File: src/hdl/rff_pkg.sv
// Shared types and constants for the record field filter.
// Used by the channel interfaces, the parser, the evaluator and the top level.
package rff_pkg;

	// Record header mark
	localparam logic [7:0] MARK_FIRST  = 8'h7D;
	localparam logic [7:0] MARK_SECOND = 8'hCA;
	localparam logic [2:0] HDR_LEN     = 3'd4;

	// Field type codes
	localparam logic [7:0] TYPE_U8     = 8'h01;
	localparam logic [7:0] TYPE_U16    = 8'h02;
	localparam logic [7:0] TYPE_U32    = 8'h03;
	localparam logic [7:0] TYPE_I8     = 8'h04;
	localparam logic [7:0] TYPE_I16    = 8'h05;
	localparam logic [7:0] TYPE_I32    = 8'h06;
	localparam logic [7:0] TYPE_LOOKUP = 8'h12;

	// Comparison codes
	localparam logic [2:0] CMP_EQ = 3'd0;
	localparam logic [2:0] CMP_NE = 3'd1;
	localparam logic [2:0] CMP_GT = 3'd2;
	localparam logic [2:0] CMP_LT = 3'd3;
	localparam logic [2:0] CMP_GE = 3'd4;
	localparam logic [2:0] CMP_LE = 3'd5;

	// Configuration register indexes
	localparam logic [1:0] REG_FIELD_ORDINAL = 2'd0;
	localparam logic [1:0] REG_FIELD_TYPE    = 2'd1;
	localparam logic [1:0] REG_COMPARE_OP    = 2'd2;
	localparam logic [1:0] REG_COMPARE_VALUE = 2'd3;

	// Field parser state
	typedef enum logic [2:0] {
		PH_ORD = 3'b001,
		PH_LEN = 3'b010,
		PH_VAL = 3'b100
	} rff_phase_t;

	// Live configuration
	typedef struct packed {
		logic [4:0]         field_ordinal;
		logic [7:0]         field_type;
		logic [2:0]         compare_op;
		logic signed [32:0] compare_value;
	} rff_cfg_t;

	// End-of-record summary handed from parser to evaluator
	typedef struct packed {
		logic        header_ok;
		logic        field_found;
		logic [31:0] captured;
		logic [7:0]  target_length;
	} rff_snap_t;

endpackage

File: src/hdl/rff_channels.sv
// Valid/ready channel interfaces: record bytes in, results out, config writes.
// Depends on rff_pkg.
interface rff_in_if;
	import rff_pkg::*;
	logic       valid;
	logic       ready;
	logic [7:0] record_byte;
	logic       last_byte;
	modport source (output valid, output record_byte, output last_byte, input ready);
	modport sink   (input valid, input record_byte, input last_byte, output ready);
endinterface

interface rff_out_if;
	import rff_pkg::*;
	logic               valid;
	logic               ready;
	logic               header_ok;
	logic               field_found;
	logic signed [32:0] field_value;
	logic               passed;
	modport source (output valid, output header_ok, output field_found, output field_value,
		output passed, input ready);
	modport sink   (input valid, input header_ok, input field_found, input field_value,
		input passed, output ready);
endinterface

interface rff_cfg_if;
	import rff_pkg::*;
	logic        valid;
	logic        ready;
	logic [1:0]  index;
	logic [32:0] data;
	modport source (output valid, output index, output data, input ready);
	modport sink   (input valid, input index, input data, output ready);
endinterface

File: src/hdl/rff_parser.sv
// Byte-serial record parser: header check, field walk, target capture.
// Emits one summary word per record on its last byte. Depends on rff_pkg.
module rff_parser (
	input  logic              clk,
	input  logic              arst_n,
	rff_in_if.sink            rec,
	input  rff_pkg::rff_cfg_t cfg,
	output logic              snap_valid,
	output rff_pkg::rff_snap_t snap,
	input  logic              snap_ready
);
	import rff_pkg::*;

	// Per-record state
	logic [2:0]  header_count_q;
	logic        header_good_q;
	rff_phase_t  phase_q;
	logic [7:0]  bytes_left_q;
	logic        in_target_q;
	logic [7:0]  target_length_q;
	logic [31:0] captured_q;
	logic        target_complete_q;
	logic        search_closed_q;

	logic [2:0]  header_count_n;
	logic        header_good_n;
	rff_phase_t  phase_n;
	logic [7:0]  bytes_left_n;
	logic        in_target_n;
	logic [7:0]  target_length_n;
	logic [31:0] captured_n;
	logic        target_complete_n;
	logic        search_closed_n;

	logic        snap_valid_s1;
	rff_snap_t   snap_s1;
	logic        accept;
	logic [7:0]  b;
	logic [7:0]  idx;

	assign b          = rec.record_byte;
	assign rec.ready  = !snap_valid_s1 || snap_ready;
	assign accept     = rec.valid && rec.ready;
	assign snap_valid = snap_valid_s1;
	assign snap       = snap_s1;
	assign idx        = target_length_q - bytes_left_q;

	// Next state for one byte
	always_comb begin
		header_count_n    = header_count_q;
		header_good_n     = header_good_q;
		phase_n           = phase_q;
		bytes_left_n      = bytes_left_q;
		in_target_n       = in_target_q;
		target_length_n   = target_length_q;
		captured_n        = captured_q;
		target_complete_n = target_complete_q;
		search_closed_n   = search_closed_q;
		if (header_count_q < HDR_LEN) begin
			if (header_count_q == 3'd0 && b != MARK_FIRST) header_good_n = 1'b0;
			if (header_count_q == 3'd1 && b != MARK_SECOND) header_good_n = 1'b0;
			header_count_n = header_count_q + 3'd1;
		end else if (header_good_q && !search_closed_q) begin
			case (phase_q)
				PH_ORD: begin
					in_target_n = (b[4:0] == cfg.field_ordinal);
					phase_n     = PH_LEN;
				end
				PH_LEN: begin
					bytes_left_n = b;
					if (in_target_q) target_length_n = b;
					if (b == 8'd0) begin
						phase_n = PH_ORD;
						if (in_target_q) begin
							target_complete_n = 1'b1;
							search_closed_n   = 1'b1;
							in_target_n       = 1'b0;
						end
					end else begin
						phase_n = PH_VAL;
					end
				end
				PH_VAL: begin
					// first four value bytes land little-endian
					if (in_target_q && idx[7:2] == 6'd0) begin
						for (int k = 0; k < 4; k++) begin
							if (idx[1:0] == k[1:0]) captured_n[8*k +: 8] = captured_q[8*k +: 8] | b;
						end
					end
					bytes_left_n = bytes_left_q - 8'd1;
					if (bytes_left_n == 8'd0) begin
						phase_n = PH_ORD;
						if (in_target_q) begin
							target_complete_n = 1'b1;
							search_closed_n   = 1'b1;
							in_target_n       = 1'b0;
						end
					end
				end
				default: phase_n = PH_ORD;
			endcase
		end
	end

	// State update; cleared after each last byte
	always_ff @(posedge clk or negedge arst_n) begin
		if (!arst_n) begin
			header_count_q    <= '0;
			header_good_q     <= 1'b1;
			phase_q           <= PH_ORD;
			bytes_left_q      <= '0;
			in_target_q       <= 1'b0;
			target_length_q   <= '0;
			captured_q        <= '0;
			target_complete_q <= 1'b0;
			search_closed_q   <= 1'b0;
		end else if (accept) begin
			if (rec.last_byte) begin
				header_count_q    <= '0;
				header_good_q     <= 1'b1;
				phase_q           <= PH_ORD;
				bytes_left_q      <= '0;
				in_target_q       <= 1'b0;
				target_length_q   <= '0;
				captured_q        <= '0;
				target_complete_q <= 1'b0;
				search_closed_q   <= 1'b0;
			end else begin
				header_count_q    <= header_count_n;
				header_good_q     <= header_good_n;
				phase_q           <= phase_n;
				bytes_left_q      <= bytes_left_n;
				in_target_q       <= in_target_n;
				target_length_q   <= target_length_n;
				captured_q        <= captured_n;
				target_complete_q <= target_complete_n;
				search_closed_q   <= search_closed_n;
			end
		end
	end

	// Summary register
	always_ff @(posedge clk or negedge arst_n) begin
		if (!arst_n) begin
			snap_valid_s1 <= 1'b0;
		end else if (accept && rec.last_byte) begin
			snap_valid_s1 <= 1'b1;
		end else if (snap_ready) begin
			snap_valid_s1 <= 1'b0;
		end
	end

	always_ff @(posedge clk) begin
		if (accept && rec.last_byte) begin
			snap_s1.header_ok     <= header_good_n && header_count_n[2];
			snap_s1.field_found   <= header_good_n && header_count_n[2] && target_complete_n;
			snap_s1.captured      <= captured_n;
			snap_s1.target_length <= target_length_n;
		end
	end

endmodule

File: src/hdl/rff_eval.sv
// Value decoder and comparator feeding the result register.
// Depends on rff_pkg and the output channel interface.
module rff_eval (
	input  logic               clk,
	input  logic               arst_n,
	input  logic               snap_valid,
	input  rff_pkg::rff_snap_t snap,
	output logic               snap_ready,
	input  rff_pkg::rff_cfg_t  cfg,
	rff_out_if.source          res
);
	import rff_pkg::*;

	logic               valid_s2;
	logic               header_ok_s2;
	logic               field_found_s2;
	logic signed [32:0] field_value_s2;
	logic               passed_s2;

	logic               out_free;
	logic signed [32:0] value;
	logic               pass;
	logic [31:0]        c;
	logic [7:0]         n;

	assign c          = snap.captured;
	assign n          = snap.target_length;
	assign out_free   = !valid_s2 || res.ready;
	assign snap_ready = out_free;

	// Little-endian decode by type; short, absent or unknown gives zero
	always_comb begin
		value = '0;
		if (snap.field_found) begin
			case (cfg.field_type)
				TYPE_U8:  if (n != 8'd0) value = {25'd0, c[7:0]};
				TYPE_U16: if (n[7:1] != 7'd0) value = {17'd0, c[15:0]};
				TYPE_U32, TYPE_LOOKUP: if (n[7:2] != 6'd0) value = {1'b0, c};
				TYPE_I8:  if (n != 8'd0) value = {{25{c[7]}}, c[7:0]};
				TYPE_I16: if (n[7:1] != 7'd0) value = {{17{c[15]}}, c[15:0]};
				TYPE_I32: if (n[7:2] != 6'd0) value = {c[31], c};
				default:  value = '0;
			endcase
		end
	end

	// Exact signed compare
	always_comb begin
		case (cfg.compare_op)
			CMP_EQ:  pass = (value == cfg.compare_value);
			CMP_NE:  pass = (value != cfg.compare_value);
			CMP_GT:  pass = (value >  cfg.compare_value);
			CMP_LT:  pass = (value <  cfg.compare_value);
			CMP_GE:  pass = (value >= cfg.compare_value);
			CMP_LE:  pass = (value <= cfg.compare_value);
			default: pass = 1'b0;
		endcase
	end

	// Result register
	always_ff @(posedge clk or negedge arst_n) begin
		if (!arst_n) begin
			valid_s2 <= 1'b0;
		end else if (snap_valid && out_free) begin
			valid_s2 <= 1'b1;
		end else if (res.ready) begin
			valid_s2 <= 1'b0;
		end
	end

	always_ff @(posedge clk) begin
		if (snap_valid && out_free) begin
			header_ok_s2   <= snap.header_ok;
			field_found_s2 <= snap.field_found;
			field_value_s2 <= value;
			passed_s2      <= pass;
		end
	end

	assign res.valid       = valid_s2;
	assign res.header_ok   = header_ok_s2;
	assign res.field_found = field_found_s2;
	assign res.field_value = field_value_s2;
	assign res.passed      = passed_s2;

endmodule

File: src/hdl/record_field_filter_unit.sv
// Record field filter: takes one record byte per cycle and on the last byte of a
// record produces one result word.
// The edge that accepts the last byte loads the summary register, and the result register
// takes the word from it once it is free; throughput is one byte per cycle, stalled only
// while both registers hold a word and res is not ready.
// Reset (arst_n low) clears the parser state, both handshake stages and sets the
// registers to ordinal 0, type u8, compare equal, compare value 0.
module record_field_filter_unit (
	input  logic      clk,
	input  logic      arst_n,
	rff_in_if.sink    rec,
	rff_out_if.source res,
	rff_cfg_if.sink   cfg
);
	import rff_pkg::*;

	rff_cfg_t  cfg_q;
	logic      snap_valid;
	rff_snap_t snap;
	logic      snap_ready;

	assign cfg.ready = 1'b1;

	// Configuration registers
	always_ff @(posedge clk or negedge arst_n) begin
		if (!arst_n) begin
			cfg_q.field_ordinal <= '0;
			cfg_q.field_type    <= TYPE_U8;
			cfg_q.compare_op    <= CMP_EQ;
			cfg_q.compare_value <= '0;
		end else if (cfg.valid) begin
			case (cfg.index)
				REG_FIELD_ORDINAL: cfg_q.field_ordinal <= cfg.data[4:0];
				REG_FIELD_TYPE:    cfg_q.field_type    <= cfg.data[7:0];
				REG_COMPARE_OP:    cfg_q.compare_op    <= cfg.data[2:0];
				REG_COMPARE_VALUE: cfg_q.compare_value <= cfg.data;
				default: ;
			endcase
		end
	end

	rff_parser u_parser (
		.clk        (clk),
		.arst_n     (arst_n),
		.rec        (rec),
		.cfg        (cfg_q),
		.snap_valid (snap_valid),
		.snap       (snap),
		.snap_ready (snap_ready)
	);

	rff_eval u_eval (
		.clk        (clk),
		.arst_n     (arst_n),
		.snap_valid (snap_valid),
		.snap       (snap),
		.snap_ready (snap_ready),
		.cfg        (cfg_q),
		.res        (res)
	);

endmodule
File: src/flat_wrapper.sv
// flat-port wrapper written by rule: the top's interface ports become plain ports
module record_field_filter_unit_flat import rff_pkg::*;
  (clk, arst_n, rec_valid, rec_record_byte, rec_last_byte, rec_ready, res_valid, res_header_ok, res_field_found, res_field_value, res_passed, res_ready, cfg_valid, cfg_index, cfg_data, cfg_ready);
  rff_in_if rec_i ();
  rff_out_if res_i ();
  rff_cfg_if cfg_i ();
  input  logic clk;
  input  logic arst_n;
  input wire logic [$bits(rec_i.valid)-1:0] rec_valid;
  input wire logic [$bits(rec_i.record_byte)-1:0] rec_record_byte;
  input wire logic [$bits(rec_i.last_byte)-1:0] rec_last_byte;
  output wire logic [$bits(rec_i.ready)-1:0] rec_ready;
  output wire logic [$bits(res_i.valid)-1:0] res_valid;
  output wire logic [$bits(res_i.header_ok)-1:0] res_header_ok;
  output wire logic [$bits(res_i.field_found)-1:0] res_field_found;
  output wire logic [$bits(res_i.field_value)-1:0] res_field_value;
  output wire logic [$bits(res_i.passed)-1:0] res_passed;
  input wire logic [$bits(res_i.ready)-1:0] res_ready;
  input wire logic [$bits(cfg_i.valid)-1:0] cfg_valid;
  input wire logic [$bits(cfg_i.index)-1:0] cfg_index;
  input wire logic [$bits(cfg_i.data)-1:0] cfg_data;
  output wire logic [$bits(cfg_i.ready)-1:0] cfg_ready;
  assign rec_i.valid = rec_valid;
  assign rec_i.record_byte = rec_record_byte;
  assign rec_i.last_byte = rec_last_byte;
  assign rec_ready = rec_i.ready;
  assign res_valid = res_i.valid;
  assign res_header_ok = res_i.header_ok;
  assign res_field_found = res_i.field_found;
  assign res_field_value = res_i.field_value;
  assign res_passed = res_i.passed;
  assign res_i.ready = res_ready;
  assign cfg_i.valid = cfg_valid;
  assign cfg_i.index = cfg_index;
  assign cfg_i.data = cfg_data;
  assign cfg_ready = cfg_i.ready;
  record_field_filter_unit u_core (.clk(clk), .arst_n(arst_n), .rec(rec_i), .res(res_i), .cfg(cfg_i));
endmodule
File: config.mk
export PLATFORM = sky130hd
export DESIGN_NAME = record_field_filter_unit_flat
export DESIGN_NICKNAME = d
export VERILOG_FILES = /design/src/hdl/rff_pkg.sv /design/src/hdl/rff_channels.sv /design/src/hdl/rff_parser.sv /design/src/hdl/rff_eval.sv /design/src/hdl/record_field_filter_unit.sv /design/src/flat_wrapper.sv
export SDC_FILE = /design/constraint.sdc
export NUM_CORES = 1
export LEC_CHECK = 0
export BUFFER_PORTS_ARGS = -buffer_cell sky130_fd_sc_hd__buf_2
export CORE_ASPECT_RATIO = 1.1
export CORE_MARGIN = 3
export CORE_UTILIZATION = 35
export DETAILED_ROUTE_END_ITERATION = 12
export HOLD_SLACK_MARGIN = 0.05
export PLACE_DENSITY = 0.54
export RECOVER_POWER = 50
export REMOVE_ABC_BUFFERS = 1
export SLEW_MARGIN = 20
export SYNTH_ARGS = -nofsm -noshare
export SYNTH_HDL_FRONTEND = slang
export SYNTH_SLANG_ARGS = --single-unit
File: constraint.sdc
create_clock -name clk -period 3.65 [get_ports clk]
set_input_delay 0.1825 -clock clk [delete_from_list [all_inputs] [get_ports clk]]
set_output_delay 0.1825 -clock clk [all_outputs]
set_load 0.05 [all_outputs]
; ---- Word level (Yosys, flattened, before mapping)
; Index checks and enable logic that the tools add are counted.
[totals]
regBits = 187
input_bits = 49
out_inout_bits = 39
word_cells = 169
[classes]
addsub = 3
order_cmp = 5
n_eq_ne = 30
mux = 63
bitwise = 4
reduce_logical = 40
[ops]
columns = operator, n
row1 = 33-bit case mux with 6 select lines, 1
row2 = 32-bit two-way mux, 6
row3 = 33-bit two-way mux, 4
row4 = 8-bit two-way mux, 13
row5 = 33-bit equality test, 1
row6 = 33-bit >= comparator, 1
row7 = 33-bit greater-than comparator, 1
row8 = 33-bit less-or-equal comparator, 1
row9 = 33-bit less-than comparator, 1
row10 = 33-bit inequality test, 1
row11 = 8-bit OR, 4
row12 = 1-bit two-way mux, 25
row13 = "8-bit by 3-bit equality test with 1-bit output, second input constant", 3
row14 = 3-bit two-way mux, 7
row15 = "8-bit by 2-bit equality test with 1-bit output, second input constant", 2
row16 = 8-bit zero test, 2
row17 = 16-bit two-way mux, 1
row18 = 8-bit case mux with 2 select lines, 1
row19 = 6-bit AND reduction, 2
row20 = 2-bit AND reduction, 5
row21 = "3-bit by 1-bit equality test with 1-bit output, second input constant", 3
row22 = "3-bit by 2-bit equality test with 1-bit output, second input constant", 3
row23 = "3-bit equality test, second input constant", 3
row24 = 1-bit logical AND, 9
row25 = 30 further kinds, 45

; ---- Logic depth before layout (Yosys ltp)
; Gate-level depths: netlist of the first run.
[depth]
word_depth = 8
ltp_mapped = 19
ltp_nobuf = 17

; ---- Modules after synthesis
; A second synthesis of the first run with hierarchy kept.
[hier_totals]
cells_unflattened = 894
area_unflattened_um2 = 9989.6
[modules_own_cells]
columns = module, instances, cells_per_inst, area_per_inst_um2, seq_area_each_um2
row1 = rff_parser, 1, 524, 5431.5, 2740.1
row2 = rff_eval, 1, 263, 2566.2, 1106.1
row3 = record_field_filter_unit, 1, 107, 1991.9, 1227.4

; ---- Least setup slack after synthesis of the first run
; OpenSTA, ideal clock, no wires.
[synth_path]
path_type = flip-flop to flip-flop
startpoint = reg u_core.cfg_q[41] in the netlist's numbering
endpoint = reg u_core.u_eval.passed_s2 (netlist: u_core.u_eval.res.passed) (data pin)
setup_ns = 0.176
t_arrival_ns = 3.834
required_ns = 3.474
setup_slack_ns = -0.359
path_stages_with_launch = 19
path_buffers = 1
period_less_slack_ns = 4.009
path_cell_list = dfrtp_1 > or4_4 > nor2_2 > o211ai_2 > a21oi_4 > o22a_1 > buf_4 > a31oi_2 > nor2_4 > and2_1 > ha_1 > a21oi_1 > nor2_1 > a211oi_1 > a2111oi_4 > nor4_1 > mux2_4 > and4b_1 > nor4_1
[synth_between]
elab_chain_len = 6
elab_cells_between_ends = 17
cone_classes = 4 x order compare / 9 x eq/ne / 3 x mux / 1 x reduce/logical
[synth_rtl]
columns = element, line
row1 = start: declaration, record_field_filter_unit.sv:17  ; rff_cfg_t cfg_q;
row2 = 8-bit by 2-bit equality test with 1-bit output / 8-bit by 5-bit equality test with 1-bit output (equally long branches), rff_eval.sv:35  ; case (cfg.field_type)
row3 = 2-bit OR reduction, rff_eval.sv:35
row4 = 33-bit case mux with 6 select lines *, rff_eval.sv:35
row5 = 33-bit two-way mux *, rff_eval.sv:34  ; if (snap.field_found) begin
row6 = net u_core.u_eval.value[6], rff_eval.sv:21  ; logic signed [32:0] value;
row7 = 33-bit less-or-equal comparator (tied with other cells), rff_eval.sv:55  ; CMP_LE: pass = (value <= cfg.compare_value);
row8 = 1-bit case mux with 6 select lines *, rff_eval.sv:49  ; case (cfg.compare_op)
row9 = net u_core.u_eval.pass, rff_eval.sv:22  ; logic pass;
row10 = end signal: assignment, rff_eval.sv:76  ; passed_s2 <= pass;
row11 = end: declaration, rff_eval.sv:18  ; logic passed_s2;
; Mark *: on every way through the listed nets, which the timed path passes. The rest lies on a longest branch.
; A chain may end at the register's enable or synchronous reset.

; ---- Final worst setup path of the first run
[layout_path]
startpoint = reg u_core.cfg_q[39] in the netlist's numbering
endpoint = reg u_core.u_eval.passed_s2 (netlist: u_core.u_eval.res.passed) (data pin)
; The elaborated chain is that of the path after synthesis.

==> results by group, run 1 <==
Drt
  – Vias: roughly 6,600
  – DRC: 0
  – Routed WL: about 22,000 um
  – DRT Pass-1 Iters: 5
  – Vias per std cell: 4.900
  – Avg WL per Cell: approximately 16 um
  – Post-DRT Antenna Nets: 0
  – 1st-iter DRT viols: 315

STA
  – Post-layout minimum cycle time: 4.073 ns
  – Final hold viol count: 0
  – Pin slew with the least headroom to its limit: 1.900 ns
  – Setup violations, final: 1
  – Final worst slack: -0.4230 ns
  – Final Cycle Share: 1.116
  – Max_slew headroom: -0.2666
  – Fmax: 245.5 MHz
  – Fin. max-slew vios: 96
  – Hold Slack: 0.06042 ns
  – RSZ-0062 raised after global routing: true
  – Clock skew: 0.01111 ns

Setup path
  – Worst path slowest cell: or4_4
  – Critical Path AT: around 4.3 ns
  – CP cell instances: or4_4, nor2_4, o211ai_4, a21oi_4, o22a_1, a31oi_4, nor2_4, buf_6, and2_4, ha_1, nand4_1, o21bai_1, o21bai_2, a2111oi_4, nor4_2, mux2_4, and3_4, nor4_2
  – Crit Path Class: reg2reg
  – Crit start category: flop
  – CP max FO: 4
  – Reg-to-reg slack, setup: -0.42 ns
  – Crit path largest cell delay: 0.58 ns
  – Reg2reg end: u_core.u_eval.res.passed$_DFFE_PP_
  – Worst setup EP type: flop
  – Worst r2r path cells: 18
  – Reg-to-Reg Start: u_core.cfg_q[39]$_DFFE_PN0P_
  – Critical Path RT: 3.91 ns

Clock tree
  – CTS tree: yes
  – Clock Latency Late Sink: 0.43 ns
  – CTS buffer count: 17
  – H-tree depth: 4
  – Clk slew on worst S/H paths: 0.07 ns
  – Root buf cell: clkbuf_16
  – CTS max path bufs: 2
  – Sink Count: 187

Global routing
  – Global-route wire length before repair: roughly 36,000 um
  – Grt total ovfl: 0
  – Total track usage: 0.1583
  – Vias in the first global route: 6,738
  – Largest net degree at the start of global routing: 62
  – Antenna violations before repair: 0

Placed design
  – I/O Buffers: 86
  – GP Congestion: approximately 0.78
  – Post-DP HPWL: 15,030 um

Die
  – Die width: around 160 um
  – Initial Util: 0.3591
  – I/O Pins: 88
  – CORE AREA: between 0.02 and 0.03 sq mm
  – Die Span Y: 175.6 um
  – # rows: a little over 60
  – Die ar.: between 0.02 and 0.03 sq mm

Synth
  – Area contributors post-synth: dfrtp_1 (29%), edfxtp_1 (26%), mux2_2 (7.1%)
  – Most instantiated cells after synthesis: dfrtp_1 (106), nand2_1 (90), edfxtp_1 (78)
  – Syn_area_per_cell: between 10 and 15 sq um
  – Synth async-reset ratio: 0.5829
  – Post-synth top area share: 0.2897
  – Synthesized cell area: 0.009155 sq mm
  – Top_reg_cell synth: dfrtp_1
  – Post-Syn Instances: between 800 and 900
  – Flops & latches, synth: 187
  – Seq/Total Area, Yosys: 0.5542
  – Yosys top cell by area: dfrtp_1
  – Most frequent cell after synthesis: dfrtp_1
  – Synth warn: 0
  – Distinct cells, synth: between 60 and 70
  – Post-synth EDFFs: 78

Layout
  – # fillers: 2,453
  – Layout cells sized above 1: 0.2462
  – Nets: 1,081
  – Syn-to-layout area delta: 24.83%
  – Diodes inserted: 0

Outcome
  – Failing checks: capacitance limit, slew limit, setup timing
  – Status: finished with violations

Hold path
  – Hold crit path type: in2reg
  – Hold endpoint: u_core.cfg_q[37]$_DFFE_PN0P_
  – Hold Path Cell Cnt: 2
  – Hold path startpoint: cfg_data[1]

Pwr
  – Ratio of total power to cell area: 465.9 mW/mm^2
  – Total power: 5.324 mW
  – Worst IR Drop VDD: 0.2054 mV
  – Leak: ~4.7 nW

Flow run
  – Number of max-cap violations: 2
-- worst max path at each step --
| stage | from | end | slack [ns] | depth (start not counted) |
|---|---|---|---|---|
| finish | u_core.cfg_q[39]$_DFFE_PN0P_ | u_core.u_eval.res.passed$_DFFE_PP_ | -0.42 | 18 |
| global route | u_core.cfg_q[39]$_DFFE_PN0P_ | u_core.u_eval.res.passed$_DFFE_PP_ | -0.64 | 17 |
| CTS | u_core.cfg_q[39]$_DFFE_PN0P_ | u_core.u_eval.res.passed$_DFFE_PP_ | -0.37 | 18 |
| detailed placement | u_core.cfg_q[41]$_DFFE_PN0P_ | u_core.u_eval.res.passed$_DFFE_PP_ | -0.55 | 18 |
| global placement | u_core.cfg_q[41]$_DFFE_PN0P_ | u_core.u_eval.res.passed$_DFFE_PP_ | -0.44 | 17 |
| floorplan | u_core.cfg_q[41]$_DFFE_PN0P_ | u_core.u_eval.res.passed$_DFFE_PP_ | -0.55 | 17 |
-- cell type report --
type / instances / area [sq um] / share of cell area
Sequential cell: 187 / 5074 / 0.4439
Multi-Input combinational cell: 543 / 3909 / 0.3420
Timing Repair Buffer: 186 / 1232 / 0.1078
Tap cell: 346 / 432.9 / 0.03788
Clock buffer: 18 / 429.2 / 0.03755
Inverter: 51 / 191.4 / 0.01675
Clock inverter: 14 / 160.2 / 0.01401
-- sequential cells by signal (all words and copies together), names as in the netlist, 3 cells and up --
signal and cells:
u_core.u_parser.bytes_left_q 8, u_core.u_eval.res.field_value 33, u_core.u_parser.snap 42, u_core.u_parser.captured_q 32
u_core.u_parser.phase_q 3, u_core.u_parser.header_count_q 3, u_core.cfg_q 49, u_core.u_parser.target_length_q 8
-- critical path, delay by kind of cell (launching register included) --
kind | cells | cell delay (ns)
compound gates | 7 | 0.92
fa+ha+maj | 1 | 0.24
buf+inv | 1 | 0.11
flops | 1 | 0.39
mux | 1 | 0.36
simple gates | 8 | 1.88
-- layer usage --
metal | share of wire | track usage
met4 | 0.019 | 0.04919
met5 | 0 | 0
met3 | 0.029 | 0.02358
met1 | 0.49 | 0.2220
met2 | 0.46 | 0.2548
-- per-stage QoR --
stage	setup slack [ns]	utilization	std cells	area, sq um	setup TNS [ns]
3_3_place_gp	-0.4436	0.4045	1267	10310	-0.4436
4_1_cts	-0.3671	0.4501	1343	11470	-0.3671
3_5_place_dp	-0.5497	0.4045	1267	10310	-0.5497
6_report	-0.4230	0.4483	1345	11430	-0.4230
5_1_grt	-0.6439	0.4483	1345	11430	-0.6439
2_1_floorplan	-0.5487	-	780	9007	-0.5487
-- power by group --
group / internal [mW] / switching, mW
Clock: 1.03 / 0.841
Combinational: 0.403 / 0.556
Sequential: 2.38 / 0.122
-- kinds of logic after synthesis --
kind of cell,after synthesis,synth area share
mux,59,0.07298
flops,187,0.5542
compound gates,189,0.1323
buf+inv,87,0.03704
fa+ha+maj,46,0.06369
other cells,1,0.0004096
simple gates,235,0.1279
xor+xnor,12,0.01148
-- cell usage in the layout, fill, tap and decap left out, types with 17 or more instances in the layout --
cell type | Yosys | routed
a21oi_1 | 53 | 43
buf_2 | 4 | 43
buf_4 | 2 | 60
clkbuf_1 | 30 | 46
clkbuf_16 | 0 | 17
dfrtp_1 | 106 | 106
dlygate4sd3_1 | 0 | 33
edfxtp_1 | 78 | 78
ha_1 | 45 | 42
inv_1 | 51 | 51
mux2_2 | 58 | 58
nand2_1 | 90 | 89
nand3_1 | 28 | 27
nor2_1 | 39 | 37
o21ai_0 | 50 | 50
o21bai_1 | 36 | 35
-- timing repair --
action / CTS / global route
hold buffers: 33 / 0
setup endpoints to repair: 1 / 1
setup buffers: 10 / 2
endpoints found under the hold margin: 99 / 0
pin swaps: 21 / 2
cloned: 1 / 0
gates resized for setup: 33 / 2
No activity file was read; power rests on OpenSTA's default activity.
==> run 2, diff against run 1 <==
--- a/config.mk
+++ b/config.mk
@@ -11,6 +11,7 @@
 export CORE_UTILIZATION = 35
 export DETAILED_ROUTE_END_ITERATION = 12
 export HOLD_SLACK_MARGIN = 0.05
+export MAX_ROUTING_LAYER = met4
 export PLACE_DENSITY = 0.54
 export RECOVER_POWER = 50
 export REMOVE_ABC_BUFFERS = 1
==> run 2 against run 1 <==
Effect of this change:
- the run still ends with capacitance limit, slew limit, setup timing left
- worst hold slack improved by 0.0034 ns
- clock power barely moved
- utilization stayed put
- die area unchanged
- largest power group unchanged
- total power hardly changed
- critical path depth is the same
- first-iteration DRC count rose by 2.9%
- setup slack gained 0.012 ns
- largest cell class unchanged
- sequential share of layout area unchanged
- final cell count stayed put
==> results by group, run 2 (synthesis results as in run 1) <==
Setup path
  – Reg-to-reg slack, setup: -0.41 ns (about the same)
  – Worst setup EP type: flop
  – Reg-to-Reg Start: u_core.cfg_q[39]$_DFFE_PN0P_
  – Reg2reg end: u_core.u_eval.res.passed$_DFFE_PP_
  – CP max FO: 4 (unchanged)
  – Crit Path Class: reg2reg
  – Crit start category: flop
  – Critical Path AT: 4.32 ns (-0.02 ns)
  – Critical Path RT: 3.91 ns (about the same)
  – Worst r2r path cells: 18 (unchanged)

STA
  – Setup_tns: -0.4106 ns (+0.01234 ns)
  – Clock skew: 0.01189 ns (+0.0007792 ns)
  – Hold Slack: 0.06385 ns (+0.003424 ns)
  – Max_slew headroom: -0.2688 (-0.002145)
  – Pin slew with the least headroom to its limit: 1.903 ns (+0.003218 ns)
  – Final worst slack: -0.4106 ns (+0.01234 ns)
  – Fin. max-slew vios: 96 (unchanged)
  – Post-layout minimum cycle time: 4.061 ns (-0.01234 ns)
  – Final hold viol count: 0 (unchanged)
  – Setup violations, final: 1 (unchanged)
  – Fmax: 246.3 MHz (+0.30%)
  – RSZ-0062 raised after global routing: true
  – Final Cycle Share: 1.113 (-0.003379)

Clock tree
  – H-tree depth: 4 (unchanged)
  – Clock Latency Late Sink: 0.43 ns (about the same)
  – CTS buffer count: 17 (unchanged)
  – CTS tree: yes
  – Sink Count: 187 (unchanged)
  – Clk slew on worst S/H paths: 0.07 ns (about the same)
  – CTS max path bufs: 2 (unchanged)
  – Root buf cell: clkbuf_16

Die
  – Die width: 160.2 um (unchanged)
  – Die ar.: 0.02814 sq mm (unchanged)
  – # rows: 61 (unchanged)
  – Initial Util: 0.3591 (unchanged)
  – CORE AREA: 0.02549 sq mm (unchanged)
  – I/O Pins: 88 (unchanged)
  – Die Span Y: 175.6 um (unchanged)

Outcome
  – Status: finished with violations
  – Failing checks: capacitance limit, slew limit, setup timing

Drt
  – Vias: 6,612 (+0.32%)
  – Routed WL: 21,520 um (-0.25%)
  – Avg WL per Cell: 16.00 um (-0.25%)
  – 1st-iter DRT viols: 324 (+2.9%)
  – Post-DRT Antenna Nets: 0 (unchanged)
  – Vias per std cell: 4.916 (+0.32%)
  – DRT Pass-1 Iters: 4 (-1)
  – DRC: 0 (unchanged)

Pwr
  – Worst IR Drop VDD: 0.2052 mV (about the same)
  – Total power: 5.319 mW (about the same)
  – Leak: 4.663 nW (unchanged)
  – Ratio of total power to cell area: 465.5 mW/mm^2 (about the same)

Layout
  – Non-Filler Instances: 1,345 (unchanged)
  – Fin area: 0.01143 sq mm (unchanged)
  – Max reg flops: 49 (unchanged)
  – Layout cells sized above 1: 0.2462 (unchanged)
  – Most flops, register: u_core.cfg_q
  – Final Util: 0.4483 (unchanged)
  – Commonest non-fill, non-tap cell in the layout: dfrtp_1
  – Diodes inserted: 0 (unchanged)
  – Nets: 1,081 (unchanged)
  – Syn-to-layout area delta: 24.83% (unchanged)
  – Most frequent cells in the layout: dfrtp_1 (106), nand2_1 (89), edfxtp_1 (78), buf_4 (60), mux2_2 (58)

Placed design
  – Placement Setup Slack: -0.5497 ns (unchanged)
  – Placed cell areas: 0.01031 sq mm (unchanged)
  – Placed cell count: 1,267 (unchanged)
  – Post-DP HPWL: 15,030 um (unchanged)
  – GP Congestion: 0.7895 (+1.4%)
  – I/O Buffers: 86 (unchanged)

Global routing
  – Largest net degree at the start of global routing: 62 (unchanged)
  – Vias in the first global route: 6,731 (-0.10%)
  – Global-route wire length before repair: 35,740 um (+0.12%)
  – Grt total ovfl: 0 (unchanged)
  – Antenna violations before repair: 0 (unchanged)
  – Total track usage: 0.1632 (+0.004916)

Hold path
  – Hold path startpoint: cfg_data[1]
  – Hold endpoint: u_core.cfg_q[37]$_DFFE_PN0P_
  – Hold crit path type: in2reg
  – Hold Path Cell Cnt: 2 (unchanged)

Flow run
  – Number of max-cap violations: 2 (unchanged)
run 2: cell counts in the layout (fill, tap and decap cells not counted):
Identical to the previous run, type by type.
run 2: power by group:
part	leakage [nW]	internal, mW	switching (mW)
Combinational	2.22	0.403	0.556
Clock	0.285	1.03	0.838
Sequential	2.16	2.38	0.121
run 2: critical path: stages (launching register included):
cell       delay [ns]
dfrtp_1          0.40
or4_4            0.58
nor2_4           0.14
o211ai_4         0.11
a21oi_4          0.14
o22a_1           0.23
a31oi_4          0.07
nor2_4           0.13
buf_6            0.11
and2_4           0.14
ha_1             0.24
nand4_1          0.12
o21bai_1         0.09
o21bai_2         0.17
a2111oi_4        0.11
nor4_2           0.33
mux2_4           0.36
and3_4           0.19
nor4_2           0.23
run 2: what timing repair did:
action	in CTS	in global routing
hold endpoints to repair	99	0
endpoints found under the setup margin	1	1
pin swaps	21	2
gates cloned	1	0
gates resized for setup	33	2
hold buffers	33	0
buffers inserted	10	2
run 2: cell type report:
class	instances	area, sq um
clock buffers	18	429.2
clock inverters	14	160.2
fillers	2453	14060
inverters	51	191.4
multi-input cells	543	3909
flip-flops and latches	187	5074
well taps	346	432.9
repair buffers	186	1232
run 2: how the worst max path moves through the flow:
stage               slack, ns                         start                            endpoint  cells after the start
detailed placement      -0.55  u_core.cfg_q[41]$_DFFE_PN0P_  u_core.u_eval.res.passed$_DFFE_PP_                     18
global route            -0.64  u_core.cfg_q[39]$_DFFE_PN0P_  u_core.u_eval.res.passed$_DFFE_PP_                     17
CTS                     -0.37  u_core.cfg_q[39]$_DFFE_PN0P_  u_core.u_eval.res.passed$_DFFE_PP_                     18
floorplan               -0.55  u_core.cfg_q[41]$_DFFE_PN0P_  u_core.u_eval.res.passed$_DFFE_PP_                     17
global placement        -0.44  u_core.cfg_q[41]$_DFFE_PN0P_  u_core.u_eval.res.passed$_DFFE_PP_                     17
finish                  -0.41  u_core.cfg_q[39]$_DFFE_PN0P_  u_core.u_eval.res.passed$_DFFE_PP_                     18
run 2: per-layer routing:
| metal | routed length, um | GRT usage |
|---|---|---|
| met5 | 0 | - |
| met3 | 779 | 0.02358 |
| met2 | 9936 | 0.2551 |
| met4 | 320 | 0.04919 |
| met1 | 10480 | 0.2223 |
==> run 3, diff against run 2 <==
--- a/config.mk
+++ b/config.mk
@@ -7,7 +7,7 @@
 export LEC_CHECK = 0
 export BUFFER_PORTS_ARGS = -buffer_cell sky130_fd_sc_hd__buf_2
 export CORE_ASPECT_RATIO = 1.1
-export CORE_MARGIN = 3
+export CORE_MARGIN = 4
 export CORE_UTILIZATION = 35
 export DETAILED_ROUTE_END_ITERATION = 12
 export HOLD_SLACK_MARGIN = 0.05
==> run 3 against run 2 <==
Effect of this change:
- the run still ends with capacitance limit, slew limit, setup timing left
- cell area rose by 0.86%
- sequential share of layout area fell by 0.38 points
- count of clock-buffer cells in the layout did not move
- flip-flop and latch count did not move
- clock power fell by 3%
- worst hold slack improved by 0.0062 ns
- via count rose by 0.15%
- total power fell by 0.90%
- critical path depth fell by 1
- utilization rose by 0.39 points
- critical endpoint unchanged
- highest routed layer unchanged
==> results by group, run 3 (synthesis results as in run 1) <==
Outcome
  – Status: finished with violations
  – Failing checks: capacitance limit, slew limit, setup timing

Pwr
  – Sequential share of power: 0.475 (+0.006)
  – Internal: 3.737 mW (-1.8%)
  – Worst IR Drop VDD: 0.2403 mV (+17%)
  – Combinational share of power: 0.184 (+0.004)
  – Ratio of total power to cell area: 457.3 mW/mm^2 (-1.7%)
  – NetSw: 1.535 mW (+1.4%)
  – Leak: 4.705 nW (+0.90%)
  – Clk pwr share: 0.341 (-0.009)
  – Sw Share: 0.2912 (+0.006499)

Global routing
  – Largest net degree at the start of global routing: 74 (+19%)
  – Global-route wire length before repair: 35,720 um (about the same)
  – Grt total ovfl: 0 (unchanged)
  – Busiest grt layer: met2
  – Global Route met2 Usage: 0.2542 (-0.0009585)
  – Vias in the first global route: 6,701 (-0.45%)
  – Met3 Use GR: 0.03043 (+0.006845)
  – Total track usage: 0.1625 (-0.0007907)
  – Antenna violations before repair: 0 (unchanged)
  – Met1 Use GR: 0.2156 (-0.006728)

Layout
  – Max reg flops: 49 (unchanged)
  – # fillers: 2,487 (+1.4%)
  – Layout cells sized above 1: 0.2614 (+0.01514)
  – Most frequent cells in the layout: dfrtp_1 (106), nand2_1 (88), edfxtp_1 (78), buf_4 (70), mux2_2 (58)
  – Most flops, register: u_core.cfg_q
  – Commonest non-fill, non-tap cell in the layout: dfrtp_1
  – Diodes inserted: 0 (unchanged)
  – Syn-to-layout area delta: 25.91%
  – Nets: 1,092 (+1.0%)

Drt
  – DRT Pass-1 Iters: 5 (+1)
  – Routed WL: 22,310 um (+3.7%)
  – Post-DRT Antenna Nets: 0 (unchanged)
  – Vias: 6,622 (+0.15%)
  – Vias per std cell: 4.883 (-0.66%)
  – Avg WL per Cell: 16.45 um (+2.8%)
  – 1st-iter DRT viols: 338 (+4.3%)
  – DRC: 0 (unchanged)

Clock tree
  – CTS tree: yes
  – CTS max path bufs: 2 (unchanged)
  – Clk slew on worst S/H paths: 0.07 ns (about the same)
  – Root buf cell: clkbuf_16
  – Sink Count: 187 (unchanged)
  – Clock Latency Late Sink: 0.43 ns (about the same)
  – CTS buffer count: 17 (unchanged)
  – H-tree depth: 4 (unchanged)

Setup path
  – Crit Path Class: reg2reg
  – Critical Path RT: 3.91 ns (about the same)
  – Worst setup EP type: flop
  – Critical Path AT: 4.41 ns (+0.09 ns)
  – CP max FO: 8 (+4)
  – Crit start category: flop

Die
  – I/O Pins: 88 (unchanged)
  – Initial Util: 0.3591 (unchanged)
  – Die width: 162.2 um (+1.2%)
  – Die Span Y: 177.6 um (+1.1%)
  – CORE AREA: 0.02549 sq mm (unchanged)
  – # rows: 61 (unchanged)
  – Die ar.: 0.02881 sq mm (+2.4%)

STA
  – Fin. max-slew vios: 108 (+13%)
  – Clock skew: 0.01099 ns (-0.0009054 ns)
  – Hold Slack: 0.07006 ns (+0.006212 ns)
  – Final hold viol count: 0 (unchanged)
  – Setup violations, final: 1 (unchanged)
  – Fmax: 241.0 MHz (-2.1%)
  – Pin slew with the least headroom to its limit: 1.958 ns (+0.05502 ns)
  – Max_slew headroom: -0.3054 (-0.03668)
  – RSZ-0062 raised after global routing: true
  – Final worst slack: -0.4989 ns (-0.08828 ns)
  – Post-layout minimum cycle time: 4.149 ns (+0.08828 ns)
  – Final Cycle Share: 1.137 (+0.02419)

Placed design
  – GP Congestion: 0.8023 (+1.6%)
  – Post-DP HPWL: 15,460 um (+2.9%)
  – Placement Setup Slack: -0.5191 ns (+0.03055 ns)
  – I/O Buffers: 86 (unchanged)

Flow run
  – Number of max-cap violations: 2 (unchanged)

Hold path
  – Hold crit path type: in2reg
-- run 3: final timing paths --
| check | from | endpoint | slack [ns] | cells past startpoint |
|---|---|---|---|---|
| max | u_core.cfg_q[41]$_DFFE_PN0P_ | u_core.u_eval.res.passed$_DFFE_PP_ | -0.50 | 17 |
| min | cfg_data[1] | u_core.cfg_q[34]$_DFFE_PN0P_ | 0.07 | 2 |
| max reg2reg | u_core.cfg_q[41]$_DFFE_PN0P_ | u_core.u_eval.res.passed$_DFFE_PP_ | -0.50 | 17 |
| min reg2reg | u_core.u_parser.snap[41]$_DFFE_PP_ | u_core.u_eval.res.header_ok$_DFFE_PP_ | 0.43 | 0 |
| max in group asynchronous | arst_n | u_core.cfg_q[12]$_DFFE_PN0P_ | 0.89 | 3 |
| min in group asynchronous | arst_n | u_core.u_eval.res.valid$_DFFE_PN0P_ | 0.81 | 2 |
-- run 3: through the flow --
| stage | cell area [sq um] | cells | util | total power [mW] | setup TNS (ns) |
|---|---|---|---|---|---|
| 2_1_floorplan | 9007 | 780 | - | 3.133 | -0.5487 |
| 3_3_place_gp | 10340 | 1271 | 0.4057 | 3.435 | -0.4406 |
| 3_5_place_dp | 10340 | 1271 | 0.4057 | 3.452 | -0.5191 |
| 4_1_cts | 11430 | 1352 | 0.4484 | 5.300 | -0.3334 |
| 5_1_grt | 11530 | 1356 | 0.4522 | 5.548 | -0.6418 |
| 6_report | 11530 | 1356 | 0.4522 | 5.272 | -0.4989 |
-- run 3: power groups by stage --
stage | clock network [mW] | registers (mW) | logic, mW
detailed placement | 0 | 2.54 | 0.910
finish | 1.80 | 2.50 | 0.971
floorplan | 0 | 2.59 | 0.545
global route | 1.94 | 2.53 | 1.08
global placement | 0 | 2.54 | 0.899
CTS | 1.84 | 2.50 | 0.957
-- run 3: what timing repair did --
item / CTS / global route
pin swaps: 16 / 30
resized for setup: 18 / 31
gates cloned: 1 / 0
setup buffers: 14 / 5
hold buffers: 34 / 0
hold endpoints to repair: 114 / 0
endpoints found under the setup margin: 1 / 1
-- run 3: worst max-delay path: stages (launching register included) --
cell and delay (ns):
dfrtp_1 0.38, or4_4 0.59, nor2_4 0.17, o211ai_4 0.11, a21oi_4 0.15, o22a_1 0.19, buf_6 0.15, a21oi_1 0.07
nor2_1 0.18, ha_1 0.28, nand2_1 0.07, o21ai_1 0.08, a221oi_2 0.27, o22ai_1 0.14, nor4_2 0.34, mux2_4 0.35
and4b_1 0.21, nor4_4 0.24
-- run 3: cell type report --
type                            instances  area [sq um]  share of cell area
Clock buffer                           18         429.2             0.03723
Sequential cell                       187          5074              0.4401
Timing Repair Buffer                  197          1306              0.1133
Tap cell                              346         432.9             0.03756
Multi-Input combinational cell        543          3960              0.3435
Clock inverter                         14         133.9             0.01161
Inverter                               51         191.4             0.01661
-- run 3: metal layers --
layer / vias up / routed length [um]
met3: 18 / 707
met4: 0 / 354
met5: - / 0
met1: 3196 / 10620
li1: 3286 / -
met2: 122 / 10620
